## config.mk

```make
export PLATFORM = sky130hd
export DESIGN_NAME = srsm_ctrl
export DESIGN_NICKNAME = d
export VERILOG_FILES = /design/src/srsm_pkg.sv /design/src/srsm_ctrl.sv
export VERILOG_INCLUDE_DIRS = /design/src /design/src/src
export SDC_FILE = /design/constraint.sdc
export NUM_CORES = 1
export LEC_CHECK = 0
export BUFFER_PORTS_ARGS = -buffer_cell sky130_fd_sc_hd__buf_2
export CAP_MARGIN = 10
export CORE_AREA = 2 2 39 41
export DETAILED_ROUTE_END_ITERATION = 10
export DIE_AREA = 0 0 41 43
export SKIP_CTS_REPAIR_TIMING = 1
export SYNTH_ARGS = -nofsm -noshare
export SYNTH_HDL_FRONTEND = slang
export SYNTH_SLANG_ARGS = --single-unit
```

## constraint.sdc

```tcl
create_clock -name clk_i -period 1.4 [get_ports clk_i]
set_clock_uncertainty 0.1 [all_clocks]
set_input_delay 0 -clock clk_i [delete_from_list [all_inputs] [get_ports clk_i]]
set_output_delay 0 -clock clk_i [all_outputs]
set_load 0.01 [all_outputs]
```

## src/assert_macros.svh

```systemverilog
// assertion macros shared by the shadow return stack monitor
`ifndef ASSERT_MACROS_SVH
`define ASSERT_MACROS_SVH

// property checked on every rising clock edge outside reset
`define SRSM_ASSERT(lbl, prop, msg) \
  lbl: assert property (@(posedge clk_i) disable iff (!rst_ni) (prop)) else $error(msg);

// condition in one cycle implies a condition in the next cycle
`define SRSM_ASSERT_NEXT(lbl, pre, post, msg) \
  lbl: assert property (@(posedge clk_i) disable iff (!rst_ni) (pre) |=> (post)) \
    else $error(msg);

`endif

```

## src/srsm_pkg.sv

```systemverilog
// types and constants of the shadow return stack monitor
package srsm_pkg;

  localparam int unsigned IN_TDATA_W  = 72;
  localparam int unsigned IN_TUSER_W  = 2;
  localparam int unsigned OUT_TDATA_W = 24;
  localparam int unsigned OUT_TUSER_W = 3;
  localparam int unsigned ADDR_W      = 64;
  localparam int unsigned DEPTH_W     = 16;
  localparam int unsigned POPPED_W    = 7;
  localparam int unsigned THREAD_IN_W = 3;

  localparam logic [DEPTH_W-1:0] DEPTH_RESET = 16'd10;

  typedef enum logic [1:0] {
    OP_CALL  = 2'd0,
    OP_RET   = 2'd1,
    OP_WRITE = 2'd2,
    OP_NONE  = 2'd3
  } op_e;

  typedef enum logic [2:0] {
    ST_CALL_OK        = 3'd0,
    ST_CALL_OVF       = 3'd1,
    ST_RET_TOP        = 3'd2,
    ST_RET_BELOW      = 3'd3,
    ST_RET_NOT_FOUND  = 3'd4,
    ST_RET_AFTER_PUSH = 3'd5,
    ST_WR_CLEAN       = 3'd6,
    ST_WR_HIT         = 3'd7
  } status_e;

  typedef enum logic [2:0] {
    S_CLEAR,
    S_IDLE,
    S_LOAD,
    S_DECIDE,
    S_SEARCH,
    S_FINISH
  } state_e;

  typedef struct packed {
    logic clear;
    logic accept;
    logic load;
    logic decide;
    logic search;
    logic finish;
  } cmd_t;

  typedef struct packed {
    logic clr_done;
    logic search_start;
    logic search_end;
    logic out_free;
  } sts_t;

endpackage

```

## src/srsm_ctrl.sv

```systemverilog
// controller state machine of the shadow return stack monitor
`include "assert_macros.svh"

module srsm_ctrl import srsm_pkg::*; (
  input  logic clk_i,
  input  logic rst_ni,
  input  logic s_axis_tvalid_i,
  output logic s_axis_tready_o,
  input  sts_t sts_i,
  output cmd_t cmd_o
);

  state_e state_q, state_d;

  always_ff @(posedge clk_i or negedge rst_ni) begin
    if (!rst_ni) begin
      state_q <= S_CLEAR;
    end else begin
      state_q <= state_d;
    end
  end

  always_comb begin
    state_d         = state_q;
    cmd_o           = '0;
    s_axis_tready_o = 1'b0;
    unique case (state_q)
      S_CLEAR: begin
        cmd_o.clear = 1'b1;
        if (sts_i.clr_done) begin
          state_d = S_IDLE;
        end
      end
      S_IDLE: begin
        s_axis_tready_o = 1'b1;
        if (s_axis_tvalid_i) begin
          cmd_o.accept = 1'b1;
          state_d      = S_LOAD;
        end
      end
      S_LOAD: begin
        cmd_o.load = 1'b1;
        state_d    = S_DECIDE;
      end
      S_DECIDE: begin
        cmd_o.decide = 1'b1;
        state_d      = sts_i.search_start ? S_SEARCH : S_FINISH;
      end
      S_SEARCH: begin
        cmd_o.search = 1'b1;
        if (sts_i.search_end) begin
          state_d = S_FINISH;
        end
      end
      S_FINISH: begin
        if (sts_i.out_free) begin
          cmd_o.finish = 1'b1;
          state_d      = S_IDLE;
        end
      end
      default: state_d = S_CLEAR;
    endcase
  end

  `SRSM_ASSERT_NEXT(a_accept_load, cmd_o.accept, state_q == S_LOAD, "accept not followed by load")
  `SRSM_ASSERT_NEXT(a_search_exit, state_q == S_SEARCH && sts_i.search_end,
                    state_q == S_FINISH, "search end did not reach finish")

endmodule

```

# After elaboration in Yosys (flattened, before gate mapping)

Index checks and enable logic that the tools add are counted.

Flip-flop bits (word level): 3
Word-level logic and storage cells: 27

Equality and inequality tests: 9
Reductions and logical operators: 2
Multiplexer cells: 15

Operators by type and width:

| operator                                                        | count |
|---|---|
| 3-bit one-hot mux with 6 select lines                           | 1 |
| 3-bit 2-to-1 mux                                                | 4 |
| 1-bit 2-to-1 mux                                                | 10 |
| 2-bit != test, second input constant                            | 4 |
| 3-bit by 2-bit == test with 1-bit output, second input constant | 2 |
| 3-bit == test, second input constant                            | 2 |
| 4-bit AND reduction                                             | 1 |
| 3-bit by 1-bit == test with 1-bit output, second input constant | 1 |
| 3-bit logical NOT                                               | 1 |

# Depth between registers and ports, before layout

Gate-level depths: netlist of run 1.

Word-level depth: 3
Gate-level depth with buffers: 4
Gate-level depth less buffers: 3

# Worst setup path before layout of run 1

Ideal clock, no wire load.

Kind: register to register
From: register state_q[1]
To: register state_q[1]
Slack: 0.347 ns
Stages on the path, launching flop included: 4
Buffers on the path: 0
Library setup time: 0.073 ns
Arrival: 0.880 ns
Cell sequence: dfrtp_1 -> nand2b_4 -> or2_1 -> a21oi_2

Cells in the longest elaborated chain, start to end: 3
Elaborated cells between the ends (all ways): 12
Classes of those cells: eq/ne: 9; mux: 1; reduce/logical: 2

Ends and longest elaborated chain:

| item                                        | line            | source |
|---|---|---|
| from (decl)                                 | srsm_ctrl.sv:13 | `state_e state_q, state_d;` |
| from (signal assigned)                      | srsm_ctrl.sv:19 | `state_q <= state_d;` |
| 3-bit == test, or another cell as far along | srsm_ctrl.sv:27 | `unique case (state_q)` |
| 2-bit != test (no source line)              | -               |  |
| 4-bit AND reduction (no source line)        | -               |  |

Parallel ways exist; a longest one is shown, timed or not.
A chain may end at the register's enable or synchronous reset.

==> impl_metrics.ini, run 1 <==
[run_status]
status = finished clean

[floorplan]
ios = 14
die_width_um = 41
rows = 14
die_y_um = 43
initial_core_util = 0.1609
floorplan.core_area_um2 = 1384
dieArea_um2 = 1763

[hold_path]
hold_depth = 4
holdCritStartpoint = sts_i[2]
holdPathEnd = state_q[0]
hold_class = primary input to register

[synthesis]
syn_avg_cell_area_um2 = 7.954
syn_inst = 28
syn-cell-area_um2 = 222.7
syn_nets = 35
synth_top_area_share = 0.3371
ys_warn_count = 0
synth_area_leaders = dfrtp_1 34%, o21ai_0 6.7%, nor3b_1 6.7%
ys_types = 17
yosysTopAreaCell = dfrtp_1
ys_seq_area_frac = 0.3371
ys_seq_elements = 3

[critical_path]
critical_path.max_fanout = 10
crit_type = register to output pin
cp.required_ns = 1.30
crit_slowest_cell = dfrtp_1
critPathBufInv = 1
crit_chain = nand2_1 > nor2_1 > buf_2
startpoint_type = register
reg2reg_slack_ns = 0.26
r2r-end = state_q[0]
critPathArrivalTime_ns = 1.16
cpLargestDelayFamily = flip-flops
r2r_cells = 3
cpPeakStageDelay_ns = 0.53
r2r-start = state_q[2]
end_kind = output pin

[place]
place_ws_ns = 0.2456
place_inst = 55
place_hpwl_um = 400.6
io_buffers = 13
gp_congestion = 0.7241

[clock_network]
cts_buffer_depth = 2
clock-sinks = 3
clockRootBuffer = clkbuf_4
cts.clk_slew.worst_paths_ns = 0.03
cts_tree = yes
clk_latency_ns = 0.23
htreeDepth = 1
cts_made_buffers = 3

[timing]
tightest_slew_ns = 0.3375
fmax_ghz = 0.7950
maxSlewViolCount = 0
setup_violations = 0
max_slew_margin = 0.7750
fin_ws_ns = 0.1421
fin_crit_sh = 0.8985
fin_crit_ns = 1.258
finalSetupTns_ns = 0
rsz0062_at_grt = no
finalHoldViolCount = 0

[power]
power.share.clock = 0.230
leakagePower_nw = 0.1879
intPower_uw = 390.4
pwr-share-comb = 0.450
p_per_area_nw_per_um2 = 1792
p_sw_frac = 0.4139
total_power_uw = 666.0
p_switching_uw = 275.6
ir_drop_mv = 0.4203
p_seq_frac = 0.321

[detailed_routing]
ant_nets = 0
vias = 256
routed_wl_um = 555
first_iter_violations = 5
wl_per_cell_um = 8.672
drc = 0
first_pass_iters = 4
viasPerCell = 4.000

[global_route]
antenna_found_initial = 0
grt_pass1_vias = 212
grt_usage = 0.07351
grt_pass1_wl_um = 807
overflow = 0
grt_max_degree = 12

[layout]
fin_util = 0.2685
layout.cells.most_common_list = 13 x buf_2, 5 x dlygate4sd3_1
largest-register = state_q
instances_no_fill = 64
top_regs = state_q x3
drive_gt1_frac = 0.3750
n_antenna_cell = 0
largest_register_ffs = 3
layout_commonest_cell = buf_2
area_growth_pct = 66.85
fin_nets = 56

[run]
max-cap-violations = 0
-- power by group through the flow --
stage	Combinational (mW)	Sequential (mW)	Clock, mW
final	0.299	0.214	0.153
after global routing	0.336	0.223	0.172
after CTS	0.294	0.215	0.160
after detailed placement	0.293	0.218	0
after global placement	0.291	0.208	0
after floorplan	0.282	0.144	0
-- per-layer routing --
metal | vias to the layer above | track usage | wire length, µm
met5 | - | 0 | 0
met2 | 8 | 0.1000 | 272
li1 | 132 | - | -
met1 | 114 | 0.07143 | 239
met3 | 2 | 0.03665 | 27
met4 | 0 | 0.08000 | 16
-- Yosys cell counts --
library cell / n
dfrtp_1: 3
or2b_1: 1
buf_4: 1
a21oi_2: 1
inv_1: 1
nor3_1: 2
nand2_1: 3
nor2_1: 3
a21oi_1: 1
a21o_1: 1
o211ai_1: 1
nor2b_1: 2
buf_2: 1
nor3b_1: 2
o21ai_0: 3
or2_1: 1
nand2b_4: 1
-- through the flow --
step	hold WS [ns]	instance area [µm²]
2_1_floorplan	-0.3956	222.7
3_3_place_gp	-0.3023	295.3
3_5_place_dp	-0.3047	295.3
4_1_cts	-0.5580	321.6
5_1_grt	0.02068	371.6
6_report	0.003190	371.6
-- cell type report --
cell class	instances	area [µm²]
Sequential cell	3	75.07
Multi-Input combinational cell	22	131.4
Fill cell	158	1012
Tap cell	16	20.02
Clock buffer	4	26.28
Inverter	1	3.754
Timing Repair Buffer	18	115.1
-- worst reg2reg max path: stages, from the launching register on --
cell      delay [ns]
dfrtp_1         0.52
nor2b_1         0.21
o21ai_0         0.11
o211ai_1        0.10
-- how the worst max path moves through the flow --
stage	from	slack, ns	cells after the start	endpoint
after global routing	state_q[0]	0.05	3	cmd_o[2]
final	state_q[0]	0.14	3	cmd_o[2]
after global placement	state_q[1]	0.28	3	state_q[1]
after CTS	state_q[0]	0.14	3	cmd_o[2]
after detailed placement	state_q[0]	0.25	3	state_q[1]
after floorplan	state_q[1]	0.35	3	state_q[1]
-- cells by family after synthesis --
kind of cell / Yosys count / share of synthesized area
and+or+nand+nor: 15 / 0.3932
AOI/OAI and AO/OA: 7 / 0.1966
DFF: 3 / 0.3371
buffers and inverters: 3 / 0.07301
Power figures use the tool's default switching activity.
==> run 2, diff against run 1 <==
==> constraint.sdc (replaced) <==
create_clock -name clk_i -period 1.4 [get_ports clk_i]
set_clock_uncertainty 0.1 [all_clocks]
set_input_delay 0.21 -clock clk_i [delete_from_list [all_inputs] [get_ports clk_i]]
set_output_delay 0.21 -clock clk_i [all_outputs]
set_load 0.01 [all_outputs]
==> impl_metrics.ini, run 2 (synthesized netlist as in run 1, its figures left out) <==
[run_status]
status = finished, violations left
violations = negative setup slack

[power]
p_sw_frac = 0.4094
p_switching_uw = 332.3
total_power_uw = 811.7
pwr-share-comb = 0.541
intPower_uw = 479.4
ir_drop_mv = 0.5713
leakagePower_nw = 0.2015
power.share.clock = 0.197
p_seq_frac = 0.261
p_per_area_nw_per_um2 = 2066

[layout]
n_antenna_cell = 0
area_growth_pct = 76.40
largest_register_ffs = 3
fin_nets = 58
layout_commonest_cell = buf_2
top_regs = state_q x3
largest-register = state_q
layout.cells.most_common_list = 14 x buf_2, 4 x buf_4
drive_gt1_frac = 0.6200
fin_area_um2 = 392.9

[critical_path]
crit_type = register to output pin
critical_path.max_fanout = 8
end_kind = output pin
cp.required_ns = 1.09
critPathArrivalTime_ns = 1.11
startpoint_type = register

[detailed_routing]
routed_wl_um = 689
first_pass_iters = 4
wl_per_cell_um = 10.44
drc = 0
viasPerCell = 4.167
vias = 275
ant_nets = 0
first_iter_violations = 10

[timing]
fin_crit_ns = 1.421
finalHoldViolCount = 0
max_slew_margin = 0.8816
rsz0062_at_grt = yes
setup_violations = 2
fin_ws_ns = -0.02062
maxSlewViolCount = 0
hold_ws_ns = 0.1408
fmax_ghz = 0.7039
fin_crit_sh = 1.015
tightest_slew_ns = 0.1757

[floorplan]
initial_core_util = 0.1609
die_y_um = 43
rows = 14
die_width_um = 41
dieArea_um2 = 1763
floorplan.core_area_um2 = 1384
ios = 14

[place]
place_ws_ns = 0.1776
io_buffers = 13
gp_congestion = 0.7212
place_area_um2 = 295.3

[global_route]
grt_usage = 0.09375
grt_pass1_wl_um = 917
grt_max_degree = 12
antenna_found_initial = 0
grt_pass1_vias = 216
overflow = 0

[clock_network]
cts_made_buffers = 3
cts_tree = yes
htreeDepth = 1
cts.clk_slew.worst_paths_ns = 0.04
clock-sinks = 3
cts_buffer_depth = 2
clockRootBuffer = clkbuf_4
clk_latency_ns = 0.24

[run]
max-cap-violations = 0

[hold_path]
hold_class = primary input to register
run 2: worst max-delay path, stage by stage, from the launching register on:
cell	delay, ns
dfrtp_2	0.45
nand2b_4	0.18
nor3_2	0.10
buf_2	0.15
run 2: stage by stage:
step / cells / utilization / setup TNS (ns)
after global placement: 55 / 0.2134 / 0
after floorplan: 28 / - / 0
after detailed placement: 55 / 0.2134 / 0
after global routing: 66 / 0.2839 / -0.2133
after CTS: 59 / 0.2324 / -0.2586
final: 66 / 0.2839 / -0.03725
run 2: routing by layer:
metal  share of wire  track usage
met5               0            0
met4           0.071       0.1600
met3           0.077      0.04712
met2            0.47      0.09688
met1            0.38      0.09446
run 2: power by group through the flow:
| stage | Combinational [mW] | Clock [mW] | Sequential, mW |
|---|---|---|---|
| after CTS | 0.294 | 0.166 | 0.212 |
| after floorplan | 0.282 | 0 | 0.144 |
| after global routing | 0.480 | 0.174 | 0.219 |
| after global placement | 0.294 | 0 | 0.212 |
| final | 0.439 | 0.160 | 0.212 |
| after detailed placement | 0.292 | 0 | 0.213 |
run 2: worst paths after layout:
check                      startpoint    endpoint  slack (ns)  cells past startpoint
max                        state_q[1]    cmd_o[4]       -0.02                      3
min                          sts_i[1]  state_q[0]        0.14                      3
max reg2reg                state_q[0]  state_q[0]        0.12                      5
min reg2reg                state_q[2]  state_q[2]        0.57                      2
max in group asynchronous      rst_ni  state_q[1]        0.89                      2
min in group asynchronous      rst_ni  state_q[2]        0.19                      2
run 2: area by class of cell:
type / instances / area [µm²]
well taps: 16 / 20.02
flip-flops and latches: 3 / 78.83
clock buffers: 4 / 26.28
multi-input cells: 22 / 148.9
inverters: 1 / 3.754
fillers: 153 / 991.0
repair buffers: 20 / 115.1
